`src/rtl/psfc_pkg.sv`:
```
package psfc_pkg;

    localparam int unsigned FRAME_LEN = 16;
    localparam int unsigned IDX_W = 5;

    localparam logic [15:0] CRC_POLY = 16'h8005;
    localparam logic [15:0] CRC_INIT = 16'h8181;
    localparam logic [15:0] FRAME_TYPE = 16'hFF60;

    localparam logic [IDX_W-1:0] IDX_TYPE_HI = 5'd0;
    localparam logic [IDX_W-1:0] IDX_TYPE_LO = 5'd1;
    localparam logic [IDX_W-1:0] IDX_COUNT_LO = 5'd4;
    localparam logic [IDX_W-1:0] IDX_COUNT_HI = 5'd5;
    localparam logic [IDX_W-1:0] IDX_ID_HI = 5'd6;
    localparam logic [IDX_W-1:0] IDX_ID_MID = 5'd7;
    localparam logic [IDX_W-1:0] IDX_ID_LO = 5'd8;
    localparam logic [IDX_W-1:0] IDX_ALARM = 5'd12;
    localparam logic [IDX_W-1:0] IDX_FULL = 5'd16;

    localparam logic [1:0] STATUS_OK = 2'd0;
    localparam logic [1:0] STATUS_SHORT = 2'd1;
    localparam logic [1:0] STATUS_CRC = 2'd2;
    localparam logic [1:0] STATUS_TYPE = 2'd3;

    typedef struct packed {
        logic        short_frame;
        logic [15:0] crc;
        logic [15:0] type_word;
        logic [23:0] id;
        logic [15:0] count_raw;
        logic [7:0]  alarm;
    } frame_sum_t;

    typedef struct packed {
        logic [1:0]  status;
        logic [23:0] sensor_id;
        logic [15:0] event_count;
        logic        tamper;
        logic        motion;
        logic        battery_good;
    } result_t;

    function automatic logic [15:0] crc_byte(input logic [15:0] crc_in, input logic [7:0] b);
        logic [15:0] c;
        c = crc_in ^ {b, 8'h00};
        for (int i = 0; i < 8; i++) begin
            if (c[15]) begin
                c = {c[14:0], 1'b0} ^ CRC_POLY;
            end else begin
                c = {c[14:0], 1'b0};
            end
        end
        return c;
    endfunction

    function automatic logic [7:0] bit_rev8(input logic [7:0] v);
        logic [7:0] r;
        for (int i = 0; i < 8; i++) begin
            r[i] = v[7-i];
        end
        return r;
    endfunction

    function automatic logic [15:0] gray16(input logic [15:0] g);
        logic [15:0] b;
        for (int i = 0; i < 16; i++) begin
            b[i] = ^(g >> i);
        end
        return b;
    endfunction

    function automatic logic [3:0] gray4(input logic [3:0] g);
        logic [3:0] b;
        for (int i = 0; i < 4; i++) begin
            b[i] = ^(g >> i);
        end
        return b;
    endfunction

endpackage

```
`src/rtl/psfc_frame_acc.sv`:
```
module psfc_frame_acc
    import psfc_pkg::*;
(
    input  logic       aclk,
    input  logic       aresetn,
    input  logic       step,
    input  logic [7:0] data_byte,
    input  logic       frame_end,
    output frame_sum_t frame_sum
);

    logic [IDX_W-1:0] idx_reg, idx_next;
    logic [15:0] crc_reg, crc_next;
    logic [15:0] type_reg, type_next;
    logic [23:0] id_reg, id_next;
    logic [15:0] count_reg, count_next;
    logic [7:0]  alarm_reg, alarm_next;

    always_comb begin
        idx_next = idx_reg;
        crc_next = crc_reg;
        type_next = type_reg;
        id_next = id_reg;
        count_next = count_reg;
        alarm_next = alarm_reg;
        if (idx_reg < IDX_FULL) begin
            crc_next = crc_byte(crc_reg, data_byte);
            idx_next = idx_reg + 1'b1;
            case (idx_reg)
                IDX_TYPE_HI:  type_next[15:8] = data_byte;
                IDX_TYPE_LO:  type_next[7:0] = data_byte;
                IDX_COUNT_LO: count_next[7:0] = bit_rev8(data_byte);
                IDX_COUNT_HI: count_next[15:8] = bit_rev8(data_byte);
                IDX_ID_HI:    id_next[23:16] = data_byte;
                IDX_ID_MID:   id_next[15:8] = data_byte;
                IDX_ID_LO:    id_next[7:0] = data_byte;
                IDX_ALARM:    alarm_next = bit_rev8(data_byte);
                default: ;
            endcase
        end
    end

    assign frame_sum.short_frame = (idx_next < IDX_FULL);
    assign frame_sum.crc = crc_next;
    assign frame_sum.type_word = type_next;
    assign frame_sum.id = id_next;
    assign frame_sum.count_raw = count_next;
    assign frame_sum.alarm = alarm_next;

    always_ff @(posedge aclk) begin
        if (!aresetn || (step && frame_end)) begin
            idx_reg <= '0;
            crc_reg <= CRC_INIT;
            type_reg <= '0;
            id_reg <= '0;
            count_reg <= '0;
            alarm_reg <= '0;
        end else if (step) begin
            idx_reg <= idx_next;
            crc_reg <= crc_next;
            type_reg <= type_next;
            id_reg <= id_next;
            count_reg <= count_next;
            alarm_reg <= alarm_next;
        end
    end

endmodule

```
`config.mk`:
```
export PLATFORM = sky130hd
export DESIGN_NAME = psfc_frame_acc
export DESIGN_NICKNAME = d
export VERILOG_FILES = /design/src/rtl/psfc_pkg.sv /design/src/rtl/psfc_frame_acc.sv
export SDC_FILE = /design/constraint.sdc
export NUM_CORES = 1
export LEC_CHECK = 0
export ABC_AREA = 1
export BUFFER_PORTS_ARGS = -buffer_cell sky130_fd_sc_hd__buf_4
export CAP_MARGIN = 20
export CORE_MARGIN = 10
export CORE_UTILIZATION = 39
export CTS_CLUSTER_DIAMETER = 80
export DETAILED_ROUTE_END_ITERATION = 7
export GPL_ROUTABILITY_DRIVEN = 1
export GPL_TIMING_DRIVEN = 0
export PLACE_DENSITY = 0.65
export SLEW_MARGIN = 10
export SYNTH_ARGS = -nofsm -noshare
export SYNTH_HDL_FRONTEND = slang
export SYNTH_SLANG_ARGS = --single-unit
```
`constraint.sdc`:
```
create_clock -name aclk -period 2.1 [get_ports aclk]
set_input_delay 0.42 -clock aclk [delete_from_list [all_inputs] [get_ports aclk]]
set_output_delay 0.42 -clock aclk [all_outputs]
set_load 0.01 [all_outputs]
```
======== Word-level counts from Yosys, hierarchy flattened ========
Cells that the tools add are included.
operators by class
  equality and inequality tests ........... 7
  multiplexer cells ....................... 29
  $add $sub $neg .......................... 1
  magnitude comparators ................... 2
  reduce and logical (&&, ||, !) cells .... 4
  bitwise gates (word level) .............. 9
operator list
  kind                                                 count
  2-to-1 mux 16 bit                                    18
  2-to-1 mux 8 bit                                     9
  2-to-1 mux 24 bit                                    1
  inverter 3 bit                                       8
  equality test 5 x 3 -> 1 bit, second input constant  4
  bitwise XOR 16 bit                                   1
  equality test 5 x 4 -> 1 bit, second input constant  2
  less-than comparator 5 bit, second input constant    2
  adder 5 x 1 -> 5 bit, second input constant          1
  equality test 5 x 1 -> 1 bit, second input constant  1
  zero test 5 bit                                      1
  2-to-1 mux 5 bit                                     1
  logical AND 1 bit                                    1
  zero test 1 bit                                      1
  logical OR 1 bit                                     1
word-level totals
  logic and storage cells ................. 58
  output and inout bits ................... 81
  input port bits ......................... 12
  bits in registers ....................... 85

======== Logic depth before layout (Yosys ltp) ========
  depth after elaboration ................. 25
  mapped depth ............................ 14
  gate-level depth less buffers ........... 14

======== Worst setup path before layout ========
Ideal clock, no wire load.
  kind .................................... input to output
  start point ............................. input data_byte[2]
  end point ............................... output frame_sum[79] (netlist name)
  arrival ................................. 1,412 ps
  buffers on the path ..................... 0
  setup slack ............................. 268 ps
  cell stages on the path ................. 12
  data required time ...................... 1,680 ps
  cells stage by stage .................... inv_2 > nand2_1 > nand2_2 > nand2_2 > nand2_2 > nand3_2 > nand2_1 > nand2_2 > nand3_1 > nand3_2 > nand2_1 > and2_1
RTL lines
  element             RTL line             source
  start: declaration  psfc_frame_acc.sv:7  input logic [7:0] data_byte,
  end: declaration    psfc_frame_acc.sv:9  output frame_sum_t frame_sum

==> run_results.csv <==
group,metric,value,unit
floorplan,core,11400,um^2
worst_hold_path,holdPathStages,2,
place,post-place-ws,-284,ps
job,max_cap_violations,0,
place,dpl.hpwl,10200,um
setup_path,critPathLaunchType,"input port",
place,portBuffers,91,
setup_path,r2r-start,"crc_reg[15]",
global_routing,grt_pass1_vias,5049,
clock_network,cts.path.max_buffers,2,
setup_path,path_class,"in -> out",
clock_network,worstSkewPairLatency,340,ps
timing,hold_viol,0,
setup_path,crit_chain,"buf_4 -> inv_6 -> nand2_1 -> nand2_2 -> nand2_2 -> nand3_2 -> nand2_4 -> inv_2 -> nand3_4 -> nand2_4 -> nand2_4 -> nand3_4 -> nand2_2 -> and2_4 -> buf_6",
synth,post_synth_num_cell_types,27,
timing,setup_viol,59,
timing,fin_crit_sh,110,%
floorplan,die_height,128,um
floorplan,die-area,16400,um^2
final_layout,synthToLayoutAreaGrowth,71.0,%
timing,tightest_slew,949,ps
detailed_routing,routed_via_density,5.07,
synth,syn_inst,712,
setup_path,timing.rr.end,"crc_reg[15]",
setup_path,cp-end-kind,"primary output",
detailed_routing,wl_met3,1220,um
worst_hold_path,min-delay-start,"crc_reg[0]",
timing,finClkSkew,5.59,ps
setup_path,regToRegSetupSlack,-70,ps
timing,rsz0062_at_grt,"true",
detailed_routing,drt_wl_total,17100,um
power_and_ir_drop,powerDensity,611,nW/um^2
clock_network,htreeDepth,3,
setup_path,crit_path_max_fanout,10,
clock_network,numCtsBuffers,9,
clock_network,clk_pin_slew_worst_paths,60,ps
final_layout,final_core_util,68.0,%
setup_path,slowest_stage,"inv_6",
floorplan,rows,39,
final_layout,fin_cells,1044,
timing,fmax,0.433,GHz
worst_hold_path,hp-class,"reg -> reg",
global_routing,grt_max_degree,13,
synth,ys_warn_count,0,
synth,syn_nets,728,
setup_path,r2r_cells,19,
timing,setup_tns,-5410,ps
detailed_routing,wl_met2,8550,um
final_layout,antenna_cells,0,
detailed_routing,postRouteAntennaNets,0,
clock_network,clock-sinks,85,
timing,fin_ws,-208,ps
floorplan,start_util,39.8,%
place,dpl.cell_count,946,
timing,period_minus_slack,2310,ps
setup_path,critPathTopFamily,"simple AND/OR/NAND/NOR gates",
global_routing,antenna_found_initial,0,
global_routing,grt_pass1_wl,24900,um
final_layout,drive_gt1_share,44.0,%
run_status,violations,"setup timing",
run_status,status,"finished, violations left",
detailed_routing,drt_iter0_markers,446,
detailed_routing,routedWlPerCell,16.4,um
floorplan,die_w,128,um
setup_path,worst-path-buf-inv,4,
detailed_routing,firstDrtPassIters,5,
timing,maxSlewHeadroom,36.6,%
timing,report.final.slew_viol_count,0,
global_routing,track_usage,18.6,%
synth,ys_ff_latch,85,
power_and_ir_drop,power_leakage,3.77,nW
detailed_routing,vias,5291,
final_layout,largest_reg_flops,24,
power_and_ir_drop,peakVddDrop,502,uV
synth,ys_seq_area_share,37.5,%
detailed_routing,top_layer_used,"met4",
clock_network,cts_tree,"yes",
detailed_routing,drt-met1-wl,6910,um
place,gp_congestion,0.815,
clock_network,clockRootBuffer,"clkbuf_16",
synth,netlist_area,4540,um^2
final_layout,nets,913,
setup_path,crit_arrival,1890,ps
worst_hold_path,holdPathEnd,"crc_reg[0]",
setup_path,worstPathRequired,1680,ps
detailed_routing,drcViolationCount,0,
floorplan,io_pins,93,
setup_path,cp-startpoint,"data_byte[6]",
global_routing,overflow,0,
synth,synth.avg_cell_area,6.38,um^2
setup_path,slowest_delay,180,ps
-- Yosys cell counts --
cell / number / share of area, %
clkbuf_1: 19 / 1.6
o21ai_0: 74 / 8.2
o31ai_1: 1 / 0.17
nand2_2: 18 / 2.5
o21ai_2: 5 / 0.96
inv_4: 1 / 0.14
nor2_2: 1 / 0.14
o21ai_1: 78 / 8.6
dfxtp_1: 85 / 37
nand3_1: 5 / 0.55
nor3_1: 1 / 0.11
inv_1: 87 / 7.2
and2_1: 1 / 0.14
xor2_1: 7 / 1.3
inv_2: 9 / 0.74
nand2_1: 131 / 11
a211oi_1: 1 / 0.17
nor2_1: 132 / 11
nor2_4: 2 / 0.50
a21oi_1: 19 / 2.1
buf_2: 15 / 1.7
xnor2_1: 1 / 0.19
nand4_1: 1 / 0.14
xnor2_2: 1 / 0.36
nand3_2: 9 / 2.0
buf_1: 4 / 0.33
ha_1: 4 / 1.1
-- where the power goes --
| part | internal (mW) | total, mW | switching [mW] |
|---|---|---|---|
| Clock | 0.825 | 1.48 | 0.651 |
| Combinational | 0.689 | 1.49 | 0.797 |
| Sequential | 1.71 | 1.79 | 0.0810 |
| Total | 3.22 | 4.75 | 1.53 |
-- cells in the final DEF, fill, tap and decap left out, types with 38 or more instances in the layout --
master     n
inv_1     76
o21ai_4   38
nor2_1   131
nand2_4   41
o21ai_1   61
nand2_2   39
dfxtp_1   74
buf_4    105
nand2_1   66
o21ai_0   38
buf_6     65
-- tightest hold or removal path, delay by kind of cell (launching register included) --
family,cells,cell delay [ps]
DFF,1,330
and+or+nand+nor,1,50
AOI/OAI and AO/OA,1,60
-- worst max-delay path by stage --
| stage | to | cells past startpoint |
|---|---|---|
| 3_3_place_gp | frame_sum[79] | 13 |
| 5_1_grt | frame_sum[79] | 14 |
| 3_5_place_dp | frame_sum[79] | 13 |
| 4_1_cts | frame_sum[25] | 8 |
| 6_report | frame_sum[79] | 15 |
| 2_1_floorplan | frame_sum[79] | 12 |
-- cell type report --
type	instances	area, um^2
sequential	85	1730
fill	886	3650
clock inverter	2	10.0
buffer	38	255
inverter	97	412
tap	143	179
clock buffer	13	250
timing repair buffer	174	1610
multi-input combinational	492	3320
-- layer usage --
| layer | global-route usage [%] | up-vias |
|---|---|---|
| met5 | 0 | - |
| met4 | 6.95 | 0 |
| met3 | 5.54 | 35 |
| met2 | 31.8 | 170 |
| met1 | 21.4 | 2470 |
| li1 | - | 2616 |
-- logic make-up (layout without fill, tap and decap cells) --
family	after synthesis	count (layout)	synth area share (%)
AO/OA/AOI/OAI	178	178	20.1
XOR/XNOR	9	9	1.90
adder cells (fa/ha/maj)	4	4	1.10
buffers and inverters	135	324	11.6
flip-flops	85	85	37.5
AND/OR/NAND/NOR	301	301	27.8
-- metrics by stage --
step | instance area, um^2 | hold slack [ps] | power [mW]
floorplan | 4540 | 441 | 2.35
global placement | 5400 | 454 | 2.72
detailed placement | 5400 | 459 | 2.74
CTS | 6500 | 475 | 4.45
global route | 7770 | 509 | 4.95
finish | 7770 | 474 | 4.75
-- repair_timing --
action / 4_1_cts / 5_1_grt
buffers inserted: 35 / 41
resized for setup: 197 / 218
hold buffers: 0 / 0
endpoints found under the setup margin: 72 / 80
pin swaps: 25 / 21
gates cloned: 6 / 1
(Power assumes the default switching activity.)
